### src/sv/mrt_pkg.sv
package mrt_pkg;

  localparam int NFIELDS   = 4;
  localparam int CMD_DEPTH = 4;
  localparam int OUT_DEPTH = 4;
  localparam int OCNT_W    = $clog2(OUT_DEPTH + 1);

  localparam logic OP_LOAD = 1'b0;
  localparam logic OP_MUL  = 1'b1;

  typedef logic signed [31:0] word_t;
  typedef logic [OCNT_W-1:0] ocount_t;

  localparam word_t WORD_MAX = 32'sh7fff_ffff;
  localparam word_t WORD_MIN = 32'sh8000_0000;

  typedef enum logic [1:0] {
    KIND_NOP,
    KIND_LOAD,
    KIND_MUL
  } kind_t;

  typedef struct packed {
    kind_t                    kind;
    logic [1:0]               row_sel;
    logic [1:0]               col_sel;
    word_t                    load_value;
    word_t [NFIELDS-1:0]      vec;
  } cmd_t;

  typedef struct packed {
    word_t [NFIELDS-1:0]      res;
    logic                     saturated;
  } result_t;

endpackage

### src/sv/mrt_outq.sv
module mrt_outq (
  input  logic             clk,
  input  logic             rst,
  input  logic             res_push,
  input  mrt_pkg::result_t din,
  output mrt_pkg::ocount_t level,
  output logic             empty,
  input  logic             pop,
  output mrt_pkg::result_t dout
);
  import mrt_pkg::*;

  localparam int PW = $clog2(OUT_DEPTH);

  result_t       q [OUT_DEPTH];
  logic [PW-1:0] wr_ptr;
  logic [PW-1:0] rd_ptr;
  ocount_t       count;
  logic          deq;

  assign empty = (count == '0);
  assign deq   = pop && !empty;
  assign level = count;
  assign dout  = q[rd_ptr];

  always_ff @(posedge clk) begin
    if (rst) begin
      wr_ptr <= '0;
      rd_ptr <= '0;
      count  <= '0;
    end else begin
      if (res_push) begin
        wr_ptr <= wr_ptr + PW'(1);
      end
      if (deq) begin
        rd_ptr <= rd_ptr + PW'(1);
      end
      case ({res_push, deq})
        2'b10:   count <= count + OCNT_W'(1);
        2'b01:   count <= count - OCNT_W'(1);
        default: count <= count;
      endcase
    end
  end

  always_ff @(posedge clk) begin
    if (res_push) begin
      q[wr_ptr] <= din;
    end
  end

endmodule

### config.mk
export PLATFORM = sky130hd
export DESIGN_NAME = mrt_outq
export DESIGN_NICKNAME = d
export VERILOG_FILES = /design/src/sv/mrt_pkg.sv /design/src/sv/mrt_outq.sv
export SDC_FILE = /design/constraint.sdc
export NUM_CORES = 1
export LEC_CHECK = 0
export ABC_AREA = 1
export BUFFER_PORTS_ARGS = -buffer_cell sky130_fd_sc_hd__buf_2
export CELL_PAD_IN_SITES_DETAIL_PLACEMENT = 0
export CELL_PAD_IN_SITES_GLOBAL_PLACEMENT = 2
export CORE_MARGIN = 2
export CORE_UTILIZATION = 44
export DETAILED_ROUTE_END_ITERATION = 6
export PLACE_DENSITY_LB_ADDON = 0.1
export SLEW_MARGIN = 20
export SYNTH_ARGS = -nofsm -noshare
export SYNTH_HDL_FRONTEND = slang
export SYNTH_SLANG_ARGS = --single-unit
### constraint.sdc
create_clock -name clk -period 6.3 [get_ports clk]
set_clock_uncertainty 0.05 [all_clocks]
set_input_delay 1.26 -clock clk [delete_from_list [all_inputs] [get_ports clk]]
set_output_delay 1.26 -clock clk [all_outputs]
set_load 0.02 [all_outputs]
== After elaboration in Yosys (flattened, before gate mapping) ==
Memory sizes are Yosys's and may differ from the RTL's. A register that Yosys moved wholly into a read port is not among the register bits.
Cells that the tools add are included.

* Output and inout bits: 133
* Register bits after elaboration: 7
* Memories kept: 1
* Input bits: 133
* Bits in writable memories: 516

{| class="wikitable"
|+ Memories
! memory !! depth !! bits a word !! read ports !! clocked after Yosys merged registers in !! write ports !! line !! source
|-
| q || 4 || 129 || 1 || 1 || 1 || mrt_outq.sv:15 || <nowiki>result_t q [OUT_DEPTH];</nowiki>
|}

* Add/sub/neg operators: 4
* Muxes and demuxes: 5
* Reductions and logical operators: 4
* Eq/ne operators: 2

{| class="wikitable"
|+ Operators by type and width
! cell !! count
|-
| $pmux 3 s2 || 1
|-
| $add 2x1->2 const B || 2
|-
| $mux 2 || 2
|-
| $add 3x1->3 const B || 1
|-
| $logic_not 3->1 || 1
|-
| $sub 3x1->3 const B || 1
|-
| $eq 2x1->1 const B || 1
|-
| $eq 2x2->1 const B || 1
|-
| $mux 1 || 2
|-
| $reduce_bool 2->1 || 1
|-
| $logic_and 1x1->1 || 1
|-
| $logic_not 1->1 || 1
|}

== Logic depth before layout (Yosys ltp) ==
* Word-level depth: 5
* Mapped depth: 13
* Mapped depth without buffers: 13

== Worst setup path before layout ==
No wires, ideal clock.

* Kind: input -> register
* Start point: input res_push
* End point: memory q[0][0] in the netlist's numbering, enable pin
* Setup time: 0.482 ns
* Stages on the path: 2
* Data required time: 5.768 ns
* Path slack: 1.990 ns
* Path buffers: 0
* Arrival: 3.779 ns
* Cells stage by stage: nand2_1 inv_1

* Longest elaborated chain between the ends: 2

{| class="wikitable"
|+ RTL lines
! what !! line !! source
|-
| start: declaration || mrt_outq.sv:4 || <nowiki>input logic res_push,</nowiki>
|-
| $mux 1 || mrt_outq.sv:47 || <nowiki>if (res_push) begin</nowiki>
|-
| $mux 1 (implied by the code) || mrt_outq.sv:48 || <nowiki>q[wr_ptr] <= din;</nowiki>
|-
| end: declaration || mrt_outq.sv:15 ||
|}

No other way between the ends.

==> impl_metrics.json <==
{
  "status": "finished, final reports clean",
  "io_buffers": 265,
  "cts_buffers": 53,
  "initial_core_util_pct": 44.4,
  "crit_required_ns": 4.99,
  "first_iter_violations": 867,
  "cts_tree": "done",
  "wl_met1_mm": 19.1,
  "grt_pass1_wl_mm": 66.2,
  "grt_pass1_vias": 11000,
  "ios": 266,
  "cts.clk_slew.worst_paths_ns": 0.06,
  "hold_buffers": 0,
  "end_kind": "primary output",
  "maxCapViolCount": 0,
  "synthesis.nets": 1452,
  "worst_pin_slew_ns": 1.09,
  "antenna_found_initial": 10,
  "gr-usage-all-layers_pct": 18.8,
  "vias_per_cell": 5.17,
  "irDropWorstVdd_mv": 0.324,
  "worstSetupPathType": "reg -> out",
  "wl_mm": 44.1,
  "max-slew-margin-rel_pct": 27.1,
  "hold_start": "rd_ptr[1]",
  "avgSynthCellArea_um2": 14.9,
  "yosysSeqAreaShare_pct": 79.9,
  "holdCritPathClass": "reg -> reg",
  "syn_inst": 1313,
  "crit_top_cell": "buf_4",
  "worstPathArrival_ns": 3.44,
  "synthFlopType": "edfxtp_1",
  "setup_ws_ns": 1.55,
  "p_clk_share_pct": 33.6,
  "drtPass1Iterations": 7,
  "hold_viol_final": 0,
  "mappedNetlistArea_um2": 19600,
  "internal_power_mw": 6.14,
  "switching_share_pct": 28.8,
  "num_rows": 77,
  "place.gp.congestion": 0.721,
  "clk_latency_ns": 0.59,
  "rsz0062_at_grt": "false",
  "post-route-period-util_pct": 75.4,
  "yosysTopAreaCell": "edfxtp_1",
  "r2r-start": "wr_ptr[1]",
  "p_switching_mw": 2.48,
  "finalSetupViolations": 0,
  "power_density_nw_per_um2": 377,
  "routed.top_layer": "met5",
  "dieArea_um2": 46300,
  "setup_tns_ns": 0,
  "async_reset_ff_share_pct": 0,
  "combPwrFrac_pct": 19.0,
  "htreeDepth": 2,
  "cts_resized": 0,
  "drcViolationCount": 0,
  "crit_slowest_cell": "buf_4",
  "final_cells": 2195,
  "ys_ff_latch": 525,
  "dp_hpwl_mm": 24.0,
  "grt_max_degree": 178,
  "synth_area_leaders": "edfxtp_1 (79%), nor2_1 (5.1%), o21ai_0 (4.3%)",
  "leakage_nw": 7.93,
  "pre_cts_ws_ns": 2.13,
  "path_max_fanout": 80,
  "met3WireLength_mm": 3.09,
  "crit_chain": "buf_4, buf_4, o21ai_0, o22ai_1, buf_2",
  "placedCellCount": 2101,
  "core_um2": 44100,
  "p_seq_share_pct": 47.4,
  "finish.instance_area_um2": 22800,
  "cts-root-buf": "clkbuf_16",
  "place_area_um2": 21300,
  "wl_per_cell_um": 20.1,
  "cts_buffer_depth": 3,
  "gr-total-overflow": 0,
  "drive_above_1_share_pct": 22.1,
  "netlist.area_leader.share_pct": 79.0,
  "slew_violations": 0,
  "synth_common_cells": "edfxtp_1 (516), nor2_1 (264), o21ai_0 (168)",
  "synth_edf_count": 516,
  "fin_nets": 1703,
  "synth_most_common_cell": "edfxtp_1",
  "dr_wl_met2_mm": 21.2,
  "cpPeakStageDelay_ns": 0.74,
  "post_cts_buffers": 0,
  "dr_total_vias": 11400,
  "die_x_um": 215,
  "final_core_util_pct": 51.8,
  "drtAntennaViolNets": 0,
  "start_kind": "flip-flop",
  "fin_crit_ns": 4.75,
  "die_y_um": 215,
  "fmax_ghz": 0.210,
  "yosysWarnings": 0,
  "synth.distinct_cells": 18,
  "syn2layout_area_growth_pct": 16.5,
  "clock-sinks": 525
}
placed cells by master (no fill, tap or decap), types with 6 or more instances in the layout:
cell	count
edfxtp_1	516
buf_2	265
nor2_1	264
o21ai_0	168
o22ai_1	129
o21ai_1	94
clkbuf_16	55
clkbuf_1	20
nand2_1	15
buf_4	15
inv_1	14
dfxtp_1	7
inv_6	6
clkinv_2	6
clkinv_1	6
through the flow:
| step | total power [mW] | hold WS, ns |
|---|---|---|
| after floorplan | 5.29 | 0.409 |
| after global placement | 5.81 | 0.464 |
| after global routing | 9.01 | 0.495 |
| after CTS | 8.73 | 0.487 |
| final | 8.62 | 0.470 |
| after detailed placement | 5.83 | 0.474 |
logic make-up (layout without fill, tap and decap cells):
kind of cell / Yosys count / count (layout) / share of synthesized area [%]
flops: 525 / 525 / 79.9
compound gates: 396 / 396 / 10.9
simple gates: 282 / 282 / 5.42
buf+inv: 104 / 391 / 3.29
fa+ha+maj: 6 / 6 / 0.421
other cells: 0 / 3 / 0
power groups by stage:
| stage | Combinational, mW | Clock [mW] | Sequential, mW |
|---|---|---|---|
| finish | 1.64 | 2.90 | 4.08 |
| detailed placement | 1.67 | 0 | 4.16 |
| CTS | 1.67 | 2.97 | 4.08 |
| global placement | 1.66 | 0 | 4.15 |
| floorplan | 1.16 | 0 | 4.13 |
| global route | 1.80 | 3.11 | 4.10 |
final cells by class:
cell class	count	area, um2
diodes	3	7.51
clock buffers	75	1450
clock inverters	16	129
fillers	3787	21300
inverters	20	108
multi-input cells	684	3290
flip-flops and latches	525	15700
well taps	592	741
repair buffers	280	1440
critical path, delay by kind of cell, from the launching register on:
kind	cells	cell delay (ns)
AO/OA/AOI/OAI	2	0.47
buffers and inverters	3	1.57
flip-flops	1	0.71
registers in the layout, indices dropped and copies added (netlist names), named ones only:
name and count:
q 516, level 3, rd_ptr 2, wr_ptr 2
metal layers:
metal / global-route usage, % / vias up
met2: 30.7 / 267
met1: 24.5 / 5542
met5: 0 / -
met4: 4.41 / 14
li1: - / 5467
met3: 6.10 / 63
worst paths after layout:
| check | cells past startpoint | slack [ns] | to |
|---|---|---|---|
| max | 5 | 1.55 | dout[80] |
| min | 2 | 0.47 | flip-flop |
| max reg2reg | 5 | 3.98 | q[1][96] |
| min reg2reg | 2 | 0.47 | flip-flop |
No activity file was read; power rests on OpenSTA's default activity.
