**src/sv/mrt_pkg.sv**
```systemverilog
package mrt_pkg;

  localparam int NFIELDS   = 4;
  localparam int CMD_DEPTH = 4;
  localparam int OUT_DEPTH = 4;
  localparam int OCNT_W    = $clog2(OUT_DEPTH + 1);

  localparam logic OP_LOAD = 1'b0;
  localparam logic OP_MUL  = 1'b1;

  typedef logic signed [31:0] word_t;
  typedef logic [OCNT_W-1:0] ocount_t;

  localparam word_t WORD_MAX = 32'sh7fff_ffff;
  localparam word_t WORD_MIN = 32'sh8000_0000;

  typedef enum logic [1:0] {
    KIND_NOP,
    KIND_LOAD,
    KIND_MUL
  } kind_t;

  typedef struct packed {
    kind_t                    kind;
    logic [1:0]               row_sel;
    logic [1:0]               col_sel;
    word_t                    load_value;
    word_t [NFIELDS-1:0]      vec;
  } cmd_t;

  typedef struct packed {
    word_t [NFIELDS-1:0]      res;
    logic                     saturated;
  } result_t;

endpackage

```
**src/sv/mrt_front.sv**
```systemverilog
module mrt_front #(
  parameter int DIM = 4
) (
  input  logic          clk,
  input  logic          rst,
  input  logic          push,
  output logic          full,
  input  logic          operation,
  input  logic [1:0]    row_sel,
  input  logic [1:0]    col_sel,
  input  mrt_pkg::word_t load_value,
  input  mrt_pkg::word_t vec_0,
  input  mrt_pkg::word_t vec_1,
  input  mrt_pkg::word_t vec_2,
  input  mrt_pkg::word_t vec_3,
  output logic          cmd_valid,
  input  logic          cmd_take,
  output mrt_pkg::cmd_t cmd
);
  import mrt_pkg::*;

  localparam int PW = $clog2(CMD_DEPTH);
  localparam int CW = $clog2(CMD_DEPTH + 1);
  localparam logic [3:0] DIM_W = 4'(DIM);

  cmd_t          q [CMD_DEPTH];
  logic [PW-1:0] wr_ptr;
  logic [PW-1:0] rd_ptr;
  logic [CW-1:0] count;
  cmd_t          in_cmd;
  logic          enq;
  logic          deq;

  // classify: out-of-range loads are dropped here
  always_comb begin
    in_cmd.row_sel    = row_sel;
    in_cmd.col_sel    = col_sel;
    in_cmd.load_value = load_value;
    in_cmd.vec        = {vec_3, vec_2, vec_1, vec_0};
    if (operation == OP_MUL) begin
      in_cmd.kind = KIND_MUL;
    end else if (({2'b00, row_sel} < DIM_W) && ({2'b00, col_sel} < DIM_W)) begin
      in_cmd.kind = KIND_LOAD;
    end else begin
      in_cmd.kind = KIND_NOP;
    end
  end

  assign full      = (count == CW'(CMD_DEPTH));
  assign enq       = push && !full && (in_cmd.kind != KIND_NOP);
  assign deq       = cmd_take;
  assign cmd_valid = (count != '0);
  assign cmd       = q[rd_ptr];

  always_ff @(posedge clk) begin
    if (rst) begin
      wr_ptr <= '0;
      rd_ptr <= '0;
      count  <= '0;
    end else begin
      if (enq) begin
        wr_ptr <= wr_ptr + PW'(1);
      end
      if (deq) begin
        rd_ptr <= rd_ptr + PW'(1);
      end
      case ({enq, deq})
        2'b10:   count <= count + CW'(1);
        2'b01:   count <= count - CW'(1);
        default: count <= count;
      endcase
    end
  end

  always_ff @(posedge clk) begin
    if (enq) begin
      q[wr_ptr] <= in_cmd;
    end
  end

endmodule

```
**config.mk**
```make
export PLATFORM = sky130hd
export DESIGN_NAME = mrt_front
export DESIGN_NICKNAME = d
export VERILOG_FILES = /design/src/sv/mrt_pkg.sv /design/src/sv/mrt_front.sv
export SDC_FILE = /design/constraint.sdc
export NUM_CORES = 1
export LEC_CHECK = 0
export BUFFER_PORTS_ARGS = -buffer_cell sky130_fd_sc_hd__buf_2
export CORE_AREA = 2 2 222 224
export DETAILED_ROUTE_END_ITERATION = 10
export DIE_AREA = 0 0 224 226
export PLACE_DENSITY = 0.86
export SLEW_MARGIN = 5
export SYNTH_ARGS = -nofsm -noshare
export SYNTH_HDL_FRONTEND = slang
export SYNTH_SLANG_ARGS = --single-unit
```
**constraint.sdc**
```tcl
create_clock -name clk -period 5.24 [get_ports clk]
set_clock_uncertainty 0.1 [all_clocks]
set_input_delay 0.524 -clock clk [delete_from_list [all_inputs] [get_ports clk]]
set_output_delay 0.524 -clock clk [all_outputs]
set_load 0.02 [all_outputs]
```
; ---- Yosys cells after proc, flatten, opt, wreduce, memory -nomap -nowiden
; Memories as Yosys holds them, arrays and structs flattened. A register that Yosys moved wholly into a read port is not among the register bits.
; Index checks and enable logic that the tools add are counted.
[totals]
ff_bits = 7
latch_bits = 0
mem_bits_rw = 664
rom_bits = 0
wordCells = 23
n_memories = 1
[memory_table]
columns = name, depth, width, read_ports, rd_clocked_by_memory_dff, wr, line_no
row1 = q, 4, 166, 1, 1, 1, mrt_front.sv:26  ; cmd_t q [CMD_DEPTH];
[classes]
n_addsub = 4
n_mul = 0
div_mod_pow = 0
order_cmp = 0
n_eq_ne = 3
shift = 0
mux = 6
bitwise_logic = 0
reduce_logical = 6
[ops]
columns = op, count
row1 = $mux 2, 3
row2 = $pmux 3 s2, 1
row3 = $add 2x1->2 const B, 2
row4 = $reduce_bool 2->1, 2
row5 = $add 3x1->3 const B, 1
row6 = $eq 3x3->1 const B, 1
row7 = $reduce_bool 3->1, 1
row8 = $sub 3x1->3 const B, 1
row9 = $eq 2x1->1 const B, 1
row10 = $eq 2x2->1 const B, 1
row11 = $logic_and 1x1->1, 2
row12 = $mux 1, 2
row13 = $logic_not 1->1, 1

; ---- Longest topological paths before layout
[logic_depth]
depth_word = 6
depth_mapped = 8
mapped_depth_nobuf = 8

; ---- Least setup slack after synthesis
; Ideal clock, no wire load.
[synth_path]
path_kind = input to register
startpoint = input port push
endpoint = memory q[1][0] (netlist bit), enable pin
setup_time_ns = 0.546
arrival_ns = 4.644
required_ns = 4.594
slack_ns = -0.050
path_stages = 3
path_buffers = 0
cell_sequence = inv_1 > nor2_1 > and2_1
[synth_between]
elab_chain_cells = 4
[synth_rtl]
columns = element, line_no
row1 = "start, declared", mrt_front.sv:6  ; input logic push,
row2 = $logic_and 1x1->1 (2 in series), mrt_front.sv:50  ; assign enq = push && !full && (in_cmd.kind != KIND_NOP);
row3 = $mux 1, mrt_front.sv:76  ; if (enq) begin
row4 = $mux 1 (not written as such), mrt_front.sv:77  ; q[wr_ptr] <= in_cmd;
row5 = "end, declared", mrt_front.sv:26
; Every way passes these cells.

==> flow_summary_export.csv <==
group,metric,value,unit
timing,layout_min_cycle_time,3310,ps
floorplan,die_width,224,microns
yosys,syn_area,0.0244,sq mm
clocking,cts_tree,"done",
floorplan,die_h,226,microns
placed_design,place_area,0.0268,sq mm
placed_design,io_buffer_count,336,
clocking,post_cts_buffers,0,
timing,fin_tns_setup,0,ps
route,wire_per_inst,23.8,microns
yosys,syn_area_per_cell,26.7,sq um
timing,rsz0062_at_grt,"no",
timing,worst_slew_pin_slew,1050,ps
route,detail-route-antenna-nets,0,
layout,drive_gt1_share,45.9,%
global_route,grt_max_degree,138,
clocking,ctsResizeCount,0,
placed_design,place_hpwl,27.7,mm
run_status,status,"finished, final reports clean",
floorplan,rows,81,
yosys,syn-num-nets,1090,
clocking,cts_sinks,673,
clocking,cts-root-buf,"clkbuf_16",
placed_design,gp_congestion,0.730,
layout,nNetsFinal,1472,
clocking,cts_buffer_depth,3,
timing,setup_viol,0,
floorplan,start_util,50.5,%
worst_setup_path,r2r_slack,2410,ps
flow_run,drv_cap,0,
yosys,ys_top_cells_by_area,"edfxtp_1 (82%), mux4_2 (15%), dfxtp_1 (0.74%), buf_6 (0.74%), buf_2 (0.31%)",
power,p_leak,9.72,nW
timing,slew-limit-headroom,30.1,%
yosys,ys_types,23,
hold_path,hold_path_class,"input pin to flip-flop",
worst_setup_path,crit_path_end_kind,"primary output",
yosys,synth-edff-count,664,
floorplan,die_area,0.0506,sq mm
floorplan,core,0.0483,sq mm
layout,synthToLayoutAreaGrowth,19.0,%
clocking,htreeDepth,3,
clocking,cts_hold_buf,0,
route,vias_per_cell,5.56,
global_route,grt_most_used_layer,"met2",
worst_setup_path,worstPathRequired,4620,ps
layout,design_area,0.0291,sq mm
yosys,yosys.area.top_type,"edfxtp_1",
yosys,yosys.area.top_type_share,81.6,%
global_route,use_met1,23.4,%
timing,hold_viol_final,0,
power,vdd_drop_max,0.000393,V
global_route,grt_usage,18.4,%
timing,setup_ws,1930,ps
yosys,synth_ff_type,"edfxtp_1",
global_route,met2_usage,30.1,%
yosys,synthCells,915,
placed_design,place_ws,2350,ps
floorplan,io_pins,337,
global_route,antenna_found_initial,17,
worst_setup_path,crit_slowest_cell,"buf_4",
route,firstDrtPassIters,4,
worst_setup_path,crit_path_max_incr_delay,720,ps
global_route,grt_use_met3,5.97,%
worst_setup_path,path_cells,"buf_4 -> mux4_2 -> buf_2",
layout,final_util,60.1,%
worst_setup_path,critPathMaxFanout,43,
worst_setup_path,worst_setup_path_start_kind,"flip-flop",
power,total_power,0.0127,W
route,num_vias,10984,
clocking,cts.clk_slew.worst_paths,60,ps
clocking,cts_buffers,68,
timing,fin_crit_sh,63.2,%
route,initialDrtViolationCount,763,
yosys,ys_ff_latch,673,
timing,fmax,302,MHz
yosys,yosys_warnings,0,
timing,maxSlewViolCount,0,
yosys,async_flop_share,0,%
clocking,clk_latency,580,ps
worst_setup_path,path_class,"flip-flop to primary output",
worst_setup_path,cp.arrival,2690,ps
route,wl,46.9,mm
route,drc,0,
power,powerDensity,437,mW/mm^2
global_route,grt_pass1_vias,11456,
global_route,overflow,0,
yosys,yosysSeqAreaShare,82.4,%
global_route,grt_first_pass_wirelength,68.8,mm
==> power breakdown <==
part,switching (W),total (W),internal [W],leakage (nW)
combinational,0.000895,0.00146,0.000570,2.47
clock,0.00188,0.00484,0.00297,1.09
sequential,0.0000991,0.00639,0.00629,6.16
total,0.00287,0.0127,0.00983,9.72
==> layout by cell type (no fill, tap or decap), types with 4 or more instances in the layout <==
cell type	count
and2_4	4
buf_12	7
buf_2	336
buf_4	7
bufinv_16	9
clkbuf_1	14
clkbuf_16	73
clkinv_1	8
clkinv_2	9
dfxtp_1	7
diode_2	9
edfxtp_1	664
ha_1	5
inv_1	5
mux4_2	166
nor2_1	6
==> worst max-delay path: cells and delay by family (launching register included) <==
family | cells | cell delay [ps]
DFF | 1 | 540
muxes | 1 | 620
buffers and inverters | 2 | 900
==> cells in the mapped netlist (3+ instances only) <==
cell	instances
edfxtp_1	664
mux4_2	166
buf_6	16
buf_2	15
dfxtp_1	9
nor2_1	6
ha_1	5
inv_1	5
and2_1	4
or3_1	3
==> worst paths after layout <==
kind / depth (start not counted) / from / endpoint
worst max-delay path: 3 / flip-flop / cmd[44]
worst min register to register: 2 / count[2]$_SDFFE_PP0P_ / count[2]$_SDFFE_PP0P_
worst max register to register: 4 / count[0]$_SDFFE_PP0P_ / q[3][107]$_DFFE_PP_
worst min-delay path: 1 / vec_2[19] / q[3][83]$_DFFE_PP_
==> registers in the layout (all words and copies together) (netlist names), named ones only <==
name and cells:
count 3, q 664, rd_ptr 2, wr_ptr 2
==> cells by family after synthesis <==
logic type | share of synthesized area (%)
AOI/OAI and AO/OA | 0.0820
xor gates and xnor gates | 0.143
adders and majority gates | 0.338
buffers and inverters | 1.31
DFF | 82.4
muxes | 15.4
and+or+nand+nor | 0.369
==> layer usage <==
| metal | vias up | wire length, microns |
|---|---|---|
| met5 | - | 123 |
| met4 | 18 | 1110 |
| met3 | 97 | 3560 |
| met2 | 369 | 23900 |
| met1 | 5769 | 18200 |
| li1 | 4731 | - |
==> cell type report <==
class	count	area [sq um]
repair buffers	350	1870
multi-input cells	199	4000
diodes	9	22.5
well taps	622	778
clock inverters	29	368
flip-flops and latches	673	20100
inverters	5	18.8
fillers	3235	19300
clock buffers	87	1880
==> per-stage QoR <==
step           instances  hold slack [ps]
2_1_floorplan        915              361
3_3_place_gp        1849              372
3_5_place_dp        1849              400
4_1_cts             1965             18.4
5_1_grt             1968             22.1
6_report            1974             55.8
Power figures use the tool's default switching activity.
